--- config.mk ---
export PLATFORM = sky130hd
export DESIGN_NAME = far_ctrl
export DESIGN_NICKNAME = d
export VERILOG_FILES = /design/src/hw/rtl/far_pkg.sv /design/src/hw/rtl/far_ctrl.sv
export SDC_FILE = /design/constraint.sdc
export NUM_CORES = 1
export LEC_CHECK = 0
export ABC_AREA = 1
export BUFFER_PORTS_ARGS = -buffer_cell sky130_fd_sc_hd__buf_2
export CORE_MARGIN = 5
export CORE_UTILIZATION = 45
export DETAILED_ROUTE_END_ITERATION = 10
export MAX_ROUTING_LAYER = met4
export PLACE_DENSITY = 0.66
export SLEW_MARGIN = 5
export SYNTH_ARGS = -nofsm -noshare
export SYNTH_HDL_FRONTEND = slang
export SYNTH_SLANG_ARGS = --single-unit
export TNS_END_PERCENT = 100
--- constraint.sdc ---
create_clock -name clk -period 1.5 [get_ports clk]
set_clock_uncertainty 0.15 [all_clocks]
set_input_delay 0.15 -clock clk [delete_from_list [all_inputs] [get_ports clk]]
set_output_delay 0.15 -clock clk [all_outputs]
set_load 0.005 [all_outputs]
--- src/hw/rtl/far_pkg.sv ---
// far_pkg: shared types and codes for the fraction arithmetic reduce core
// no dependencies
package far_pkg;

  localparam int unsigned FieldW = 32;

  typedef enum logic [2:0] {
    KIND_ADD = 3'd0,
    KIND_SUB = 3'd1,
    KIND_MUL = 3'd2,
    KIND_DIV = 3'd3,
    KIND_RED = 3'd4
  } kind_e;

  typedef struct packed {
    logic [2:0]        kind;
    logic [FieldW-1:0] left_num;
    logic [FieldW-1:0] left_den;
    logic [FieldW-1:0] right_num;
    logic [FieldW-1:0] right_den;
  } req_t;

  typedef struct packed {
    logic [FieldW-1:0] result_num;
    logic [FieldW-1:0] result_den;
    logic [FieldW-1:0] whole_part;
    logic              den_zero;
  } rsp_t;

  // datapath operation select
  typedef enum logic [3:0] {
    OP_IDLE  = 4'd0,
    OP_LOAD  = 4'd1,
    OP_MUL1  = 4'd2,
    OP_MUL2  = 4'd3,
    OP_COMB  = 4'd4,
    OP_GINIT = 4'd5,
    OP_GSTEP = 4'd6,
    OP_DINIT = 4'd7,
    OP_DSTEP = 4'd8,
    OP_DSAVE = 4'd9,
    OP_FINAL = 4'd10
  } op_e;

  typedef struct packed {
    op_e  op;
    logic div_sel;  // 0: num / g, 1: den / g; the quotient pass (num / den) also selects with 0
  } cmd_t;

  typedef struct packed {
    logic gcd_done;
    logic div_done;
    logic g_zero;
  } sts_t;

endpackage

--- src/hw/rtl/far_ctrl.sv ---
// far_ctrl: sequencer for the fraction core
// depends on far_pkg
module far_ctrl
  import far_pkg::*;
(
  input  logic clk,
  input  logic rst,
  input  logic in_valid,
  output logic in_stall,
  output logic out_valid,
  input  logic out_stall,
  output cmd_t cmd,
  input  sts_t sts
);

  typedef enum logic [10:0] {
    S_IDLE  = 11'b00000000001,
    S_MUL1  = 11'b00000000010,
    S_MUL2  = 11'b00000000100,
    S_COMB  = 11'b00000001000,
    S_GINIT = 11'b00000010000,
    S_GCD   = 11'b00000100000,
    S_DINIT = 11'b00001000000,
    S_DIV   = 11'b00010000000,
    S_DSAVE = 11'b00100000000,
    S_FINAL = 11'b01000000000,
    S_OUT   = 11'b10000000000
  } state_t;

  state_t state, state_next;

  // 0 num/g, 1 den/g, 2 quotient
  logic [1:0] phase, phase_next;

  always_comb begin
    state_next = state;
    phase_next = phase;
    cmd.op = OP_IDLE;
    cmd.div_sel = phase[0];
    case (state)
      S_IDLE: begin
        if (in_valid) begin
          cmd.op = OP_LOAD;
          state_next = S_MUL1;
        end
      end
      S_MUL1: begin cmd.op = OP_MUL1; state_next = S_MUL2; end
      S_MUL2: begin cmd.op = OP_MUL2; state_next = S_COMB; end
      S_COMB: begin cmd.op = OP_COMB; state_next = S_GINIT; end
      S_GINIT: begin cmd.op = OP_GINIT; state_next = S_GCD; end
      S_GCD: begin
        cmd.op = OP_GSTEP;
        if (sts.gcd_done) begin
          phase_next = 2'd0;
          state_next = sts.g_zero ? S_FINAL : S_DINIT;
        end
      end
      S_DINIT: begin cmd.op = OP_DINIT; state_next = S_DIV; end
      S_DIV: begin
        cmd.op = OP_DSTEP;
        if (sts.div_done) state_next = S_DSAVE;
      end
      S_DSAVE: begin
        cmd.op = OP_DSAVE;
        phase_next = phase + 2'd1;
        state_next = (phase == 2'd2) ? S_OUT : ((phase == 2'd1) ? S_FINAL : S_DINIT);
      end
      S_FINAL: begin
        cmd.op = OP_FINAL;
        phase_next = 2'd2;
        state_next = sts.g_zero ? S_OUT : S_DINIT;
      end
      S_OUT: begin
        if (!out_stall) state_next = S_IDLE;
      end
      default: state_next = S_IDLE;
    endcase
  end

  assign in_stall  = (state != S_IDLE);
  assign out_valid = (state == S_OUT);

  always_ff @(posedge clk) begin
    if (rst) begin
      state <= S_IDLE;
      phase <= 2'd0;
    end else begin
      state <= state_next;
      phase <= phase_next;
    end
  end

endmodule

; After elaboration in Yosys (flattened, before gate mapping)
; Cells that the tools add are included.
[word_totals]
output_inout_bits = 7
input_bits = 7
ff_bits = 13
word_cells = 37
[op_classes]
reduce_logical = 3
mux = 13
addsub = 1
n_eq_ne = 18
[ops]
columns = operator, count
row1 = 11-bit case mux with 11 select lines, 1
row2 = 11-bit two-way mux, 6
row3 = 4-bit case mux with 10 select lines, 1
row4 = 10-bit two-way mux, 2
row5 = 11-bit by 1-bit == test with 1-bit output (second input constant), 1
row6 = 11-bit by 10-bit == test with 1-bit output (second input constant), 1
row7 = 11-bit == test (second input constant), 1
row8 = 11-bit by 2-bit == test with 1-bit output (second input constant), 1
row9 = 11-bit by 3-bit == test with 1-bit output (second input constant), 1
row10 = 11-bit by 4-bit == test with 1-bit output (second input constant), 1
row11 = 11-bit by 5-bit == test with 1-bit output (second input constant), 1
row12 = 11-bit by 6-bit == test with 1-bit output (second input constant), 1
row13 = 11-bit by 7-bit == test with 1-bit output (second input constant), 1
row14 = 11-bit by 8-bit == test with 1-bit output (second input constant), 1
row15 = 11-bit by 9-bit == test with 1-bit output (second input constant), 1
row16 = 11-bit by 1-bit inequality test with 1-bit output (second input constant), 1
row17 = 2-bit inequality test (second input constant), 4
row18 = 2-bit case mux with 3 select lines, 1
row19 = 4-bit AND reduction, 1
row20 = 3-bit nonzero test, 1
row21 = 2-bit by 1-bit adder with 2-bit output (second input constant), 1
row22 = 2-bit by 1-bit == test with 1-bit output (second input constant), 1
row23 = 2-bit == test (second input constant), 1
row24 = 2-bit two-way mux, 1
row25 = 2 further kinds, 2

; Depth between registers and ports, before layout
[logic_depth]
ltp_word = 4
ltp_mapped = 9
mapped_depth_nobuf = 9

; Least setup slack after synthesis
; No wires, ideal clock.
[synth_timing]
path_kind = reg2reg
startpoint = reg state[0]
endpoint = reg phase[1]
t_arrival_ns = 1.109
setup_slack_ns = 0.126
setup_time_ns = 0.115
path_buffers = 0
path_stages_with_launch = 9
period_less_slack_ns = 1.374
cell_sequence = dfxtp_1 -> nor2_2 -> nand2_4 -> nor2_4 -> nand2_2 -> nand3_2 -> nand2_1 -> o21ai_1 -> nor2_1
[synth_between]
elab_chain_len = 3
word_cells_on_any_way = 7
cone_classes = eq/ne: 4 / mux: 1 / reduce/logical: 2
[synth_rtl]
columns = element, line
row1 = from (decl), far_ctrl.sv:30  ; state_t state, state_next;
row2 = from (signal assigned), far_ctrl.sv:88  ; state <= state_next;
row3 = 11-bit by 6-bit == test with 1-bit output (tied with other cells), far_ctrl.sv:40  ; case (state)
row4 = 2-bit inequality test (no source line) / 3-bit nonzero test (equally long branches), n/a
row5 = 2-bit AND reduction (no source line), n/a
row6 = to (signal assigned), far_ctrl.sv:89  ; phase <= phase_next;
row7 = to (decl), far_ctrl.sv:33  ; logic [1:0] phase, phase_next;
; Parallel ways exist; a longest one is shown, timed or not.
; A chain may end at the register's enable or synchronous reset.

==> flow_summary.json <==
{
  "status": "complete, but fails checks",
  "violations": "negative setup slack",
  "yosysTopAreaCellShare_pct": 27.26,
  "power.leakage_nw": 0.7666,
  "post-place-ws_ps": -35.90,
  "tritoncts": "built",
  "dr.pass1.iters": 4,
  "worstSetupPathType": "flip-flop to output port",
  "insertion_delay_ps": 270,
  "relSlewSlack_pct": 71.59,
  "cts_sinks": 13,
  "wire_per_inst_um": 14.76,
  "ys_seq_area_share_pct": 27.26,
  "startpoint_type": "flip-flop",
  "endpoint_kind": "output port",
  "rows": 16,
  "grt_max_degree": 13,
  "hp-class": "input pin to flip-flop",
  "core_area_um2": 2002,
  "drv_slew": 0,
  "ys_types": 23,
  "worstPathArrival_ps": 1510,
  "chipWidth_um": 56.06,
  "drcViolationCount": 0,
  "syn_nets": 154,
  "nFillCells": 152,
  "first_global_vias": 1017,
  "synth_edf_count": 0,
  "fin_hold_ws_ps": 142.1,
  "vias_per_cell": 5.176,
  "synthTopCellsByArea": "dfxtp_1 (27%), inv_1 (11%), nand2_1 (11%), nor2_1 (6.7%), nand3_2 (5.2%)",
  "ys_ff_latch": 13,
  "drive_gt1_share_pct": 52.81,
  "grt_first_pass_wirelength_mm": 4.222,
  "synth_flop_cell": "dfxtp_1",
  "grt.overflow.total": 0,
  "ys_async_sr_fraction_pct": 0,
  "clk_pin_slew_ps": 90,
  "wl_mm": 3.026,
  "place_hpwl_mm": 1.680,
  "fin_ws_ps": -312.8,
  "tightest_slew_ps": 425.8,
  "final_cell_mix": "inv_1 (26), nand2_1 (22), buf_2 (13)",
  "min_period_over_period_pct": 120.9,
  "fmax_mhz": 551.6,
  "worstPathMaxFanout": 5,
  "initial_core_util_pct": 47.69,
  "nets": 188,
  "syn_inst": 145,
  "dieArea_um2": 3143,
  "sequentialPowerShare_pct": 25.5,
  "gp_congestion": 0.8653,
  "final_util_pct": 68.56,
  "power.total_w": 0.001817,
  "vdd_ir_drop_max_mv": 0.8316,
  "power.density_nw_per_um2": 1324,
  "cts_buffers": 3,
  "crit_required_ps": 1200,
  "p_int_w": 0.0009551,
  "antenna_cells": 0,
  "ios": 14,
  "combinationalPowerShare_pct": 61.9,
  "yosys_warnings": 0,
  "fin_crit_ps": 1813,
  "syn2layout_area_growth_pct": 43.77,
  "drv_cap": 0,
  "antenna_found_initial": 0,
  "synth.avg_cell_area_um2": 6.584,
  "hold_viol": 0,
  "antenna_left": 0,
  "synth_area_um2": 954.7,
  "cts_root_buffer": "clkbuf_4",
  "synth_top_area_cell": "dfxtp_1",
  "pwr-share-clk_pct": 12.6,
  "port_buffers": 13,
  "cts_buffer_depth": 2,
  "power_switching_w": 0.0008616,
  "grt_use_total_pct": 17.03,
  "htreeDepth": 1,
  "swShare_pct": 47.43,
  "mostFrequentLayoutCell": "inv_1",
  "routed-via-count": 1061,
  "die_h_um": 56.06,
  "setup_violations": 18,
  "drt-initial-drc-count": 36,
  "grt_setup_unrepaired": "yes"
}
cells in the mapped netlist (4+ instances only):
cell and number:
inv_1 29, nand2_1 29, nor2_1 17, dfxtp_1 13, nand3_1 7, nand2_2 5, nand3_2 5, nand4_1 5
o21ai_0 5, nor2_2 4, nor2_4 4, o21ai_1 4
timing repair:
item	CTS	global route
setup endpoints to repair	7	18
buffers inserted	10	3
cloned	1	0
gates resized for setup	23	33
hold buffers	1	0
pin swaps	9	17
hold endpoints to repair	1	0
power by group through the flow:
stage,clock [W],sequential (W),combinational [W]
after floorplan,0,0.000436,0.000555
after global placement,0,0.000441,0.000721
after detailed placement,0,0.000444,0.000736
after CTS,0.000230,0.000458,0.000969
after global routing,0.000252,0.000468,0.00120
final,0.000229,0.000464,0.00112
path summary, 6_finish.rpt:
check                        startpoint                endpoint  slack [ps]  cells after the start
setup / recovery  state[7]$_SDFFE_PP0P_                  cmd[1]        -310                      8
hold / removal                out_stall  state[10]$_SDFFE_PP0P_         140                      5
setup reg to reg  state[2]$_SDFFE_PP0P_   state[7]$_SDFFE_PP0P_        -250                     10
hold reg to reg   phase[1]$_SDFFE_PP0P_   phase[1]$_SDFFE_PP0P_         390                      2
logic make-up (layout without fill, tap and decap cells):
logic type | after synthesis | after routing | synth area share, %
DFF | 13 | 13 | 27.26
buffers and inverters | 33 | 65 | 14.15
AOI/OAI and AO/OA | 12 | 12 | 6.553
and+or+nand+nor | 85 | 86 | 49.41
adders and majority gates | 2 | 2 | 2.621
stage by stage:
| step | instance area (µm²) | cells | TNS, ps |
|---|---|---|---|
| 2_1_floorplan | 954.7 | 145 | 0 |
| 3_3_place_gp | 1057 | 186 | -25.11 |
| 3_5_place_dp | 1057 | 186 | -48.16 |
| 4_1_cts | 1247 | 202 | -2566 |
| 5_1_grt | 1373 | 205 | -4525 |
| 6_report | 1373 | 205 | -3342 |
worst max-delay path: stages, from the launching register on:
cell and delay, ps:
dfxtp_2 350, nor2_4 140, nand2_4 100, nor2_4 190, nand2_4 80, nand2_2 80, nor2_2 40, o21ai_1 110
buf_2 150
flip-flops by register name, summed over array words and instances (netlist names):
name   flops
phase      2
state     11
layout make-up:
type	count	area [µm²]	share of cell area (%)
Inverter	31	116.4	8.478
Timing Repair Buffer	30	210.2	15.31
Sequential cell	13	276.5	20.15
Tap cell	27	33.78	2.461
Clock buffer	4	26.28	1.914
Multi-Input combinational cell	100	709.4	51.69
per-layer routing:
| layer | share of wire [%] | up-vias | track usage [%] |
|---|---|---|---|
| li1 | - | 513 | - |
| met1 | 41 | 478 | 18.92 |
| met2 | 50 | 56 | 29.55 |
| met3 | 4.7 | 14 | 3.712 |
| met4 | 3.5 | 0 | 6.441 |
| met5 | 0 | - | - |
Note: power is estimated with default switching activity, not from simulation.
